==> config.mk <==
export PLATFORM = sky130hd
export DESIGN_NAME = peml_ctrl
export DESIGN_NICKNAME = d
export VERILOG_FILES = /design/src/rtl/peml_pkg.sv /design/src/rtl/peml_ctrl.sv
export SDC_FILE = /design/constraint.sdc
export NUM_CORES = 1
export LEC_CHECK = 0
export ABC_AREA = 1
export BUFFER_PORTS_ARGS = -buffer_cell sky130_fd_sc_hd__buf_4
export CORE_AREA = 2 2 39 41
export CTS_BUF_LIST = sky130_fd_sc_hd__clkbuf_8
export CTS_CLUSTER_SIZE = 20
export DETAILED_ROUTE_END_ITERATION = 12
export DIE_AREA = 0 0 41 43
export GPL_TIMING_DRIVEN = 0
export HOLD_SLACK_MARGIN = 0.08
export PLACE_DENSITY = 0.54
export SYNTH_ARGS = -nofsm -noshare
export SYNTH_HDL_FRONTEND = slang
export SYNTH_SLANG_ARGS = --single-unit
export TNS_END_PERCENT = 100
==> constraint.sdc <==
create_clock -name clk -period 1.3 [get_ports clk]
set_input_delay 0.195 -clock clk [delete_from_list [all_inputs] [get_ports clk]]
set_output_delay 0.195 -clock clk [all_outputs]
set_load 0.03 [all_outputs]
==> src/rtl/peml_pkg.sv <==
// Shared constants, register codes and controller/datapath bundles for the
// Prewitt edge magnitude block. No dependencies.
package peml_pkg;

  localparam int MAX_WIDTH    = 1024;
  localparam int MAX_HEIGHT   = 4096;
  localparam int COL_W        = $clog2(MAX_WIDTH);
  localparam int ROW_W        = $clog2(MAX_HEIGHT);
  localparam int PIX_W        = 8;
  localparam int WIDTH_REG_W  = 11;
  localparam int HEIGHT_REG_W = 13;
  localparam int CFG_DATA_W   = 13;
  localparam int CFG_IDX_W    = 1;

  // Reset values of the frame geometry registers
  localparam logic [WIDTH_REG_W-1:0]  WIDTH_RESET  = WIDTH_REG_W'(640);
  localparam logic [HEIGHT_REG_W-1:0] HEIGHT_RESET = HEIGHT_REG_W'(480);

  // Register indexes on the configuration port
  localparam logic [CFG_IDX_W-1:0] REG_IMAGE_WIDTH  = 1'b0;
  localparam logic [CFG_IDX_W-1:0] REG_IMAGE_HEIGHT = 1'b1;

  // Datapath widths: sum of three pixels, |difference|, quotient, squares
  localparam int SUM_W  = PIX_W + 2;
  localparam int DIFF_W = PIX_W + 2;
  localparam int Q_W    = 7;
  localparam int SQ_W   = 2 * Q_W + 1;
  localparam int ROOT_W = SQ_W;

  // Divide by 6 as multiply by 683 and shift right by 12 (exact for |x| < 2048)
  localparam int RECIP_W     = 10;
  localparam int RECIP_SHIFT = 12;
  localparam logic [RECIP_W-1:0] RECIP_6 = RECIP_W'(683);
  localparam int PROD_W = DIFF_W + RECIP_W;

  // First trial bit of the square root: highest even power of two below 2^SQ_W
  localparam logic [ROOT_W-1:0] ROOT_BIT_INIT = ROOT_W'(1) << (ROOT_W - 1);

  typedef struct packed {
    logic load;      // capture pixel, start line-buffer read
    logic win;       // update line buffers, window and counters
    logic diff;      // register |Gx|*6 and |Gy|*6
    logic div;       // scale by 1/6
    logic sqr;       // square and sum, seed root
    logic root;      // one square-root step
    logic out_load;  // move result into output register
  } peml_cmd_t;

  typedef struct packed {
    logic emit;       // window centre is interior
    logic root_last;  // current root step is the final one
    logic out_free;   // output register can take a result
  } peml_status_t;

endpackage

==> src/rtl/peml_ctrl.sv <==
// Sequencer for one pixel transaction: window update, gradient, divide,
// square, iterative root, output hand-off. Depends on peml_pkg.
module peml_ctrl (
  input  logic                  clk,
  input  logic                  rst_n,
  input  logic                  in_valid,
  output logic                  in_ready,
  input  peml_pkg::peml_status_t st,
  output peml_pkg::peml_cmd_t    cmd
);
  import peml_pkg::*;

  typedef enum logic [6:0] {
    S_IDLE = 7'b0000001,
    S_WIN  = 7'b0000010,
    S_DIFF = 7'b0000100,
    S_DIV  = 7'b0001000,
    S_SQR  = 7'b0010000,
    S_ROOT = 7'b0100000,
    S_DONE = 7'b1000000
  } state_t;

  state_t state_r, state_nxt;

  assign in_ready = (state_r == S_IDLE);

  always_comb begin
    state_nxt = state_r;
    cmd       = '0;
    unique case (state_r)
      S_IDLE: begin
        if (in_valid) begin
          cmd.load  = 1'b1;
          state_nxt = S_WIN;
        end
      end
      S_WIN: begin
        cmd.win   = 1'b1;
        state_nxt = st.emit ? S_DIFF : S_IDLE;
      end
      S_DIFF: begin
        cmd.diff  = 1'b1;
        state_nxt = S_DIV;
      end
      S_DIV: begin
        cmd.div   = 1'b1;
        state_nxt = S_SQR;
      end
      S_SQR: begin
        cmd.sqr   = 1'b1;
        state_nxt = S_ROOT;
      end
      S_ROOT: begin
        cmd.root = 1'b1;
        if (st.root_last) begin
          state_nxt = S_DONE;
        end
      end
      S_DONE: begin
        // hold until the output register drains
        if (st.out_free) begin
          cmd.out_load = 1'b1;
          state_nxt    = S_IDLE;
        end
      end
      default: begin
        state_nxt = S_IDLE;
      end
    endcase
  end

  always_ff @(posedge clk) begin
    if (!rst_n) begin
      state_r <= S_IDLE;
    end else begin
      state_r <= state_nxt;
    end
  end

endmodule

# Word-level counts from Yosys, hierarchy flattened
# Index checks and enable logic that the tools add are counted.
# classes
n_addsub	0
n_mul	0
div	0
order_cmp	0
eq_ne	10
n_shift	0
n_mux	14
bitwise	0
reduce_logical	1
# ops
op	n
$pmux 7 s7	1
$mux 7	3
$mux 1	9
$eq 7x1->1 const B	1
$eq 7x2->1 const B	1
$eq 7x3->1 const B	1
$eq 7x4->1 const B	1
$eq 7x5->1 const B	1
$eq 7x6->1 const B	1
$eq 7x7->1 const B	1
$ne 2x2->1 const B	3
$mux 3	1
$reduce_and 3->1	1
# word_totals
regBits	7
latchBits	0
ram_bits	0
romBits	0
input_bits	6
output_inout_bits	8
word_cells	26
memories	0

# Depth between registers and ports, before layout
# Gate-level depths: netlist of the first run.
# depth
ltp_word	3
depth_mapped	8
ltp_nobuf	8

# Worst setup path before layout of the first run
# OpenSTA, ideal clock, no wires.
# synth_timing
path_type	reg-to-output
from	register state_r[0]
to	output port cmd[0] (netlist bit)
t_arrival_ps	1468
required_ps	1105
path_slack_ps	-363
stages_incl_launch_ff	4
path_buffers	0
path_cell_list	dfxtp_1 > nor2_2 > nand3_1 > nor4_1
# synth_rtl
item	line	rtl
start, declared	peml_ctrl.sv:23	state_t state_r, state_nxt;
start signal, assigned	peml_ctrl.sv:76	state_r <= state_nxt;
end, declared	peml_ctrl.sv:9	output peml_pkg::peml_cmd_t cmd

==> impl_metrics.ini, run 1 <==
[status]
status = complete, but fails checks
violations = setup timing

[critical_path]
critPathArrivalTime_ps = 1180
path_class = register to primary output
crit_required_ps = 1110
r2r_cells = 10
r2r_start = state_r[4]
start_kind = register
slowest_stage = dfxtp_2
crit_chain = inv_2 > nand2_4 > nor2_4 > nand2_2 > nor2_2 > buf_6
max_stage_delay_ps = 310
critical_path.startpoint = state_r[4]
end_kind = primary output
crit_path_max_fanout = 5

[grt]
antenna_found_initial = 0
grt_usage_pct = 15.5
grt_max_degree = 7
grt_pass1_wl_mm = 1.76
grt_overflow_total = 0
grt_pass1_vias = 458

[pwr]
p_int_w = 0.000516
p_sw_w = 0.000210
seqPwrFrac_pct = 32.4
p_sw_share_pct = 28.9
p_leak_nw = 0.412
power.density_nw_per_um2 = 894
finalPower_w = 0.000726
ir_worst_vdd_v = 0.000738
combPwrFrac_pct = 26.4
clkPwrFrac_pct = 41.3

[synthesis]
synth_nets = 75
synth-seq-area-share_pct = 31.3
synth_adder_area_share_pct = 0
synth.avg_cell_area_sq_um = 6.49
ys_types = 15
synth_mux_area_share_pct = 0
synth_top_family_by_area = simple AND/OR/NAND/NOR gates
synth_compound_area_share_pct = 3.91
synth_xor_area_share_pct = 0
synthSimpleGateAreaFrac_pct = 48.9
yosys_warnings = 0
syn-cell-area_sq_um = 448
ys_ff_latch = 7
synth_cells = 69

[place]
port_buffers = 13
gp_congestion = 0.699
place_area_sq_um = 581
dp.cells = 98
place.detailed.hpwl_microns = 794

[clocking]
holdBufCountCts = 0
h-tree-depth = 1
cts_buffers = 3
clk_pin_slew_ps = 40
clock_sinks = 7
cts_tree = built
insertion_delay_ps = 230
cts.path.max_buffers = 2
root_buffer = clkbuf_8

[sta]
hold_viol_final = 0
setup_viol = 6
fin_crit_sh_pct = 106
max_freq_ghz = 0.728
rsz0062_at_grt = true
setup_slack_ps = -74.2
skew_ps = 3.86
min_period_ps = 1370
worst_pin_slew_ps = 248
drv_slew = 0
holdWs_ps = 217
relSlewSlack_pct = 83.4

[routing]
vias = 495
first_pass_iters = 4
wl_mm = 1.21
drt_iter0_drc = 6
vias_per_cell = 4.46
antenna_left = 0
wl_per_cell_microns = 10.9
drc = 0

[die]
initial_core_util_pct = 32.4
core-area_sq_um = 1380
die_y_microns = 43
io_pins = 14
dieArea_sq_um = 1760
fp.dieW_microns = 41
core.rowCount = 14

[finish]
top_register = state_r
layout-drive-gt1-share_pct = 68.4
reg.largest.list = state_r (7)
antenna_cells = 0
final_nets = 102
layout.cells.non_filler = 111
largest_reg_flops = 7
stdcell_area_sq_um = 812
syn_to_final_growth_pct = 81.3

[hold_path]
worstHoldStart = rst_n
hold_path_class = input port to register
min_path_cells = 4

[job]
cap_violations = 0
cell families (layout without fill, tap and decap cells):
kind of cell | count (synthesis) | count (layout)
DFF | 7 | 7
buffers and inverters | 19 | 45
and+or+nand+nor | 41 | 41
AOI/OAI and AO/OA | 2 | 2
cell usage after synthesis:
cell type | number | area share (%)
nor3b_2 | 1 | 2.8
inv_1 | 16 | 13
nand3_1 | 6 | 6.7
nor2_4 | 2 | 5.0
nor4_1 | 1 | 1.4
nand2_2 | 2 | 2.8
a21oi_1 | 1 | 1.1
a211oi_2 | 1 | 2.8
nand2_1 | 11 | 9.2
dfxtp_1 | 7 | 31
nor2_2 | 2 | 2.8
nor2_1 | 11 | 9.2
inv_2 | 3 | 2.5
nor3_1 | 2 | 2.2
nand3_2 | 3 | 6.7
through the flow:
stage	setup TNS [ps]	util, %	setup WS [ps]
2_1_floorplan	0	-	18.6
3_3_place_gp	0	42.0	108
3_5_place_dp	0	42.0	95.6
4_1_cts	-342	53.5	-85.2
5_1_grt	-617	58.7	-131
6_report	-171	58.7	-74.2
worst max-delay path, delay by kind of cell (launching register included):
| family | cells | cell delay (ps) |
|---|---|---|
| flip-flops | 1 | 310 |
| buffers and inverters | 2 | 210 |
| AND/OR/NAND/NOR | 4 | 440 |
worst paths after layout:
check	end	slack, ps
max	cmd[6]	-70
min	state_r[0]	220
min reg2reg	state_r[4]	580
max reg2reg	state_r[0]	30
routing by layer:
metal  share of wire (%)  vias up  GRT usage, %
met5                   0        -             0
met4                   0        0          8.00
met3                 2.0        0          3.14
met2                  57        7          25.9
met1                  41      228          17.2
li1                    -      260             -
cell usage in the layout (no fill, tap or decap), types with 3 or more instances in the layout:
cell,Yosys,final
nor2_1,11,8
buf_4,0,13
nand2_2,2,4
nand3_1,6,3
nand3_2,3,5
nor2_4,2,5
inv_1,16,9
dfxtp_2,0,5
nand2_1,11,7
clkbuf_8,0,3
inv_2,3,9
buf_6,0,9
power groups by stage:
stage                     Sequential, W  Combinational, W  Clock (W)
after floorplan                0.000231         0.0000859          0
after global placement         0.000232          0.000124          0
after detailed placement       0.000232          0.000126          0
after CTS                      0.000232          0.000161   0.000304
after global routing           0.000235          0.000205   0.000324
final                          0.000235          0.000191   0.000300
area by class of cell:
cell class	count	area [sq um]
tap	16	20.0
timing repair buffer	22	199
fill	128	572
inverter	19	76.3
multi-input combinational	43	322
clock buffer	3	41.3
sequential	7	150
clock inverter	1	3.75
repair_timing:
action | in CTS | in global routing
resized for setup | 29 | 14
gates cloned | 0 | 0
setup buffers | 4 | 5
pin swaps | 5 | 9
endpoints found under the setup margin | 8 | 9
No activity file was read; power rests on OpenSTA's default activity.
==> run 2, diff against run 1 <==
--- a/config.mk
+++ b/config.mk
@@ -5,7 +5,6 @@
 export SDC_FILE = /design/constraint.sdc
 export NUM_CORES = 1
 export LEC_CHECK = 0
-export ABC_AREA = 1
 export BUFFER_PORTS_ARGS = -buffer_cell sky130_fd_sc_hd__buf_4
 export CORE_AREA = 2 2 39 41
 export CTS_BUF_LIST = sky130_fd_sc_hd__clkbuf_8
==> impl_metrics.ini, run 2 <==
[grt]
grt_overflow_total = 0
grt_pass1_wl_mm = 1.71
grt_usage_pct = 14.2
grt_pass1_vias = 398
antenna_found_initial = 0
grt_max_degree = 11

[sta]
worst_pin_slew_ps = 390
max_freq_ghz = 0.535
min_period_ps = 1870
holdWs_ps = 213
fin_crit_sh_pct = 144
relSlewSlack_pct = 73.9
hold_viol_final = 0
setup_slack_ps = -568
drv_slew = 0
setup_viol = 15
rsz0062_at_grt = true
skew_ps = 2.75

[critical_path]
path_class = register to primary output
start_kind = register
critPathArrivalTime_ps = 1670
end_kind = primary output
crit_path_max_fanout = 6
crit_required_ps = 1110

[finish]
fill_cells = 135
reg.largest.list = state_r (7)
stdcell_area_sq_um = 788
antenna_cells = 0
final_nets = 84
layout-drive-gt1-share_pct = 67.5
final_common_cell = buf_4
top_register = state_r
syn_to_final_growth_pct = 78.5
layout_common_cells = 16 x buf_4, 7 x buf_6, 6 x nor2_1, 4 x dfxtp_2
ff_latch_area_sq_um = 153
layout.cells.non_filler = 93
multi_input_area_sq_um = 360
largest_reg_flops = 7
final_util_pct = 57.0

[hold_path]
hold_path_class = input port to register

[pwr]
clkPwrFrac_pct = 36.1
ir_worst_vdd_v = 0.000600
p_leak_nw = 0.316
seqPwrFrac_pct = 29.7
p_int_w = 0.000570
combPwrFrac_pct = 34.2
p_sw_w = 0.000228
p_sw_share_pct = 28.6
power.density_nw_per_um2 = 1010

[place]
dp.cells = 83
place_area_sq_um = 599
place.detailed.hpwl_microns = 708
port_buffers = 13
gp_congestion = 0.730

[synthesis]
synth_edf_count = 0
synth_cells = 54
synthArstFlopShare_pct = 0
synth_top_area_share_pct = 31.7
yosysTopAreaCell = dfxtp_1
syn-cell-area_sq_um = 442
synthTopCellsByCount = 7 x dfxtp_1, 7 x nor2_1, 4 x nor4_1
ys_ff_latch = 7
synthFlopType = dfxtp_1
yosys_warnings = 0
synth.avg_cell_area_sq_um = 8.18
synth.area.top_cells = dfxtp_1 32%, nor2b_4 6.2%, nor2_1 5.9%
synth_nets = 60
ys_types = 25
synth-seq-area-share_pct = 31.7

[clocking]
cts_buffers = 3
cts.path.max_buffers = 2
clk_pin_slew_ps = 40
cts_tree = built
h-tree-depth = 1
clock_sinks = 7
root_buffer = clkbuf_8
insertion_delay_ps = 220
holdBufCountCts = 0

[routing]
first_pass_iters = 4
drc = 0
antenna_left = 0
wl_per_cell_microns = 12.6
wl_mm = 1.18
vias = 458
drt_iter0_drc = 4
vias_per_cell = 4.92

[job]
cap_violations = 0

[die]
die_y_microns = 43
core.rowCount = 14
fp.dieW_microns = 41
core-area_sq_um = 1380
dieArea_sq_um = 1760
io_pins = 14
initial_core_util_pct = 31.9

[status]
status = complete, but fails checks
violations = setup timing
-- run 2: cell types whose count changed in the layout (fill, tap and decap cells not counted), moves of 3 or more --
| cell | before | now |
|---|---|---|
| buf_4 | 13 | 16 |
| inv_1 | 9 | 3 |
| inv_2 | 9 | 1 |
| nand2_1 | 7 | 2 |
| nand2_2 | 4 | 1 |
| nand3_1 | 3 | 0 |
| nand3_2 | 5 | 1 |
| nor2_4 | 5 | 0 |
-- run 2: final timing paths --
path | slack (ps) | end | from | cells past startpoint
hold / removal | 210 | state_r[2] | st[2] | 3
setup / recovery | -570 | cmd[2] | state_r[1] | 3
hold reg to reg | 590 | state_r[3] | state_r[2] | 2
setup reg to reg | -510 | state_r[3] | state_r[1] | 4
-- run 2: final cells by class --
cell class	instances	share of cell area [%]
timing repair buffer	23	25.2
multi-input combinational	40	45.7
sequential	7	19.4
tap	16	2.54
clock inverter	1	0.476
clock buffer	3	5.24
inverter	3	1.43
-- run 2: critical path: stages (launching register included) --
cell and delay [ps]:
dfxtp_2 340, or4_4 600, nor4b_4 310, buf_4 200
-- run 2: logic make-up after synthesis --
kind of cell	Yosys count	synth area share, %
AO/OA/AOI/OAI	7	11.0
AND/OR/NAND/NOR	33	49.6
flip-flops	7	31.7
buffers and inverters	7	7.65
-- run 2: metal layers --
metal | track usage, % | share of wire, % | vias up
met5 | 0 | 0 | -
met4 | 6.00 | 0.68 | 0
met2 | 19.1 | 46 | 5
met1 | 21.2 | 51 | 212
li1 | - | - | 239
met3 | 3.14 | 1.9 | 2
-- run 2: stage by stage --
stage	setup WS, ps	power, W	setup TNS (ps)
2_1_floorplan	-477	0.000380	-4500
3_3_place_gp	-543	0.000437	-5840
3_5_place_dp	-549	0.000436	-5780
4_1_cts	-598	0.000744	-5940
5_1_grt	-633	0.000843	-6530
6_report	-568	0.000798	-5750
-- run 2: timing repair --
action                                  CTS  global route
endpoints found under the setup margin   15            15
buffers inserted                          4             6
gates resized for setup                   6            19
endpoints found under the hold margin     0             0
pin swaps                                 4             8
gates cloned                              0             0
-- run 2: power groups by stage --
stage	combinational, W	sequential (W)	clock [W]
2_1_floorplan	0.000139	0.000242	0
3_3_place_gp	0.000191	0.000246	0
3_5_place_dp	0.000191	0.000245	0
4_1_cts	0.000211	0.000240	0.000293
5_1_grt	0.000291	0.000241	0.000311
6_report	0.000273	0.000237	0.000288
==> run 3, diff against run 2 <==
==> constraint.sdc (replaced) <==
create_clock -name clk -period 1.78 [get_ports clk]
set_input_delay 0.267 -clock clk [delete_from_list [all_inputs] [get_ports clk]]
set_output_delay 0.267 -clock clk [all_outputs]
set_load 0.03 [all_outputs]
==> impl_metrics.ini, run 3 (synthesis gave the netlist of run 2 again) <==
[routing]
antenna_left = 0
vias_per_cell = 4.98
wl_per_cell_microns = 10.9
drt_iter0_drc = 3
drc = 0
vias = 438
wl_microns = 963
first_pass_iters = 2

[sta]
min_period_ps = 1830
setup_slack_ps = -52.9
skew_ps = 2.09
fin_crit_sh_pct = 103
max_freq_ghz = 0.546
hold_viol_final = 0
relSlewSlack_pct = 72.1
setup_viol = 2
tns_ps = -81.4
rsz0062_at_grt = true
worst_pin_slew_ps = 418
drv_slew = 0

[clocking]
holdBufCountCts = 0
cts_buffers = 3
clk_pin_slew_ps = 40
insertion_delay_ps = 220
root_buffer = clkbuf_8
clock_sinks = 7
h-tree-depth = 1
cts.path.max_buffers = 2
cts_tree = built

[finish]
ff_latch_area_sq_um = 144
final_nets = 79
syn_to_final_growth_pct = 55.0
top_register = state_r
final_common_cell = buf_4
layout_common_cells = 17 x buf_4, 7 x nor2_1, 4 x inv_1, 4 x dfxtp_1
antenna_cells = 0
layout-drive-gt1-share_pct = 54.2
fill_cells = 137
final_util_pct = 49.5
multi_input_area_sq_um = 325
largest_reg_flops = 7
reg.largest.list = state_r (7)
stdcell_area_sq_um = 684

[critical_path]
path_class = register to primary output
crit_required_ps = 1510
cp_num_buf_inv = 1
slowest_stage = or4_4
start_kind = register
critPathArrivalTime_ps = 1570
end_kind = primary output
worst-path-stages = 3
crit_path_max_fanout = 7
crit_family = simple AND/OR/NAND/NOR gates
r2r_cells = 4
crit_chain = or4_4 > nor4b_4 > buf_6
max_stage_delay_ps = 590

[pwr]
p_leak_nw = 0.280
power.density_nw_per_um2 = 782
ir_worst_vdd_v = 0.000417

[die]
io_pins = 14
core.rowCount = 14
fp.dieW_microns = 41
die_y_microns = 43
initial_core_util_pct = 31.9
core-area_sq_um = 1380
dieArea_sq_um = 1760

[grt]
grt_max_degree = 11
antenna_found_initial = 0
grt_pass1_wl_mm = 1.52
grt_pass1_vias = 358
grt_usage_pct = 12.4
grt_overflow_total = 0

[hold_path]
hold_path_class = input port to register
min_path_cells = 3

[place]
port_buffers = 13
place_area_sq_um = 581
gp_congestion = 0.723
place.detailed.hpwl_microns = 679

[status]
status = complete, but fails checks
violations = setup timing

[job]
cap_violations = 0
run 3: cell count changes in the layout (fill, tap and decap cells not counted), sizes merged:
| cell | before | now |
|---|---|---|
| buf | 23 | 18 |
run 3: path summary, 6_finish.rpt:
path	start	to	slack, ps
worst max-delay path	state_r[0]	cmd[2]	-50
worst min-delay path	st[2]	state_r[2]	290
worst max register to register	state_r[0]	state_r[1]	10
worst min register to register	state_r[3]	state_r[3]	560
run 3: cell type report:
class	instances	share of cell area (%)
Clock buffer	3	6.03
Clock inverter	1	0.548
Inverter	3	1.65
Multi-Input combinational cell	40	47.5
Sequential cell	7	21.0
Tap cell	16	2.93
Timing Repair Buffer	18	20.3
run 3: through the flow:
step / total power (W) / std cells / hold slack, ps / setup slack (ps)
6_report: 0.000536 / 88 / 291 / -52.9
5_1_grt: 0.000570 / 88 / 316 / -102
4_1_cts: 0.000530 / 87 / 269 / -124
3_5_place_dp: 0.000310 / 83 / 501 / -62.3
3_3_place_gp: 0.000311 / 83 / 490 / -64.7
2_1_floorplan: 0.000270 / 54 / 381 / -79.3
run 3: metal layers:
metal  up-vias  global-route usage [%]  share of wire [%]
met1       203                    19.2                 51
met2         5                    16.3                 46
met5         -                       0                  0
li1        230                       -                  -
met3         0                    3.14                2.8
met4         0                    4.00                  0
run 3: what timing repair did:
action / CTS / global route
gates resized for setup: 5 / 5
buffers inserted: 3 / 2
pin swaps: 3 / 3
setup endpoints to repair: 14 / 12
run 3: worst reg2reg max path, cell delays in order, from the launching register on:
cell and delay [ps]:
dfxtp_2 310, or4_4 590, or4_4 550, o211ai_4 140, nor2_1 60
run 3: report_power, final:
part | internal, W | leakage, nW | switching (W)
sequential | 0.000168 | 0.0574 | 0.00000859
combinational | 0.0000686 | 0.196 | 0.0000819
clock | 0.000148 | 0.0269 | 0.0000603
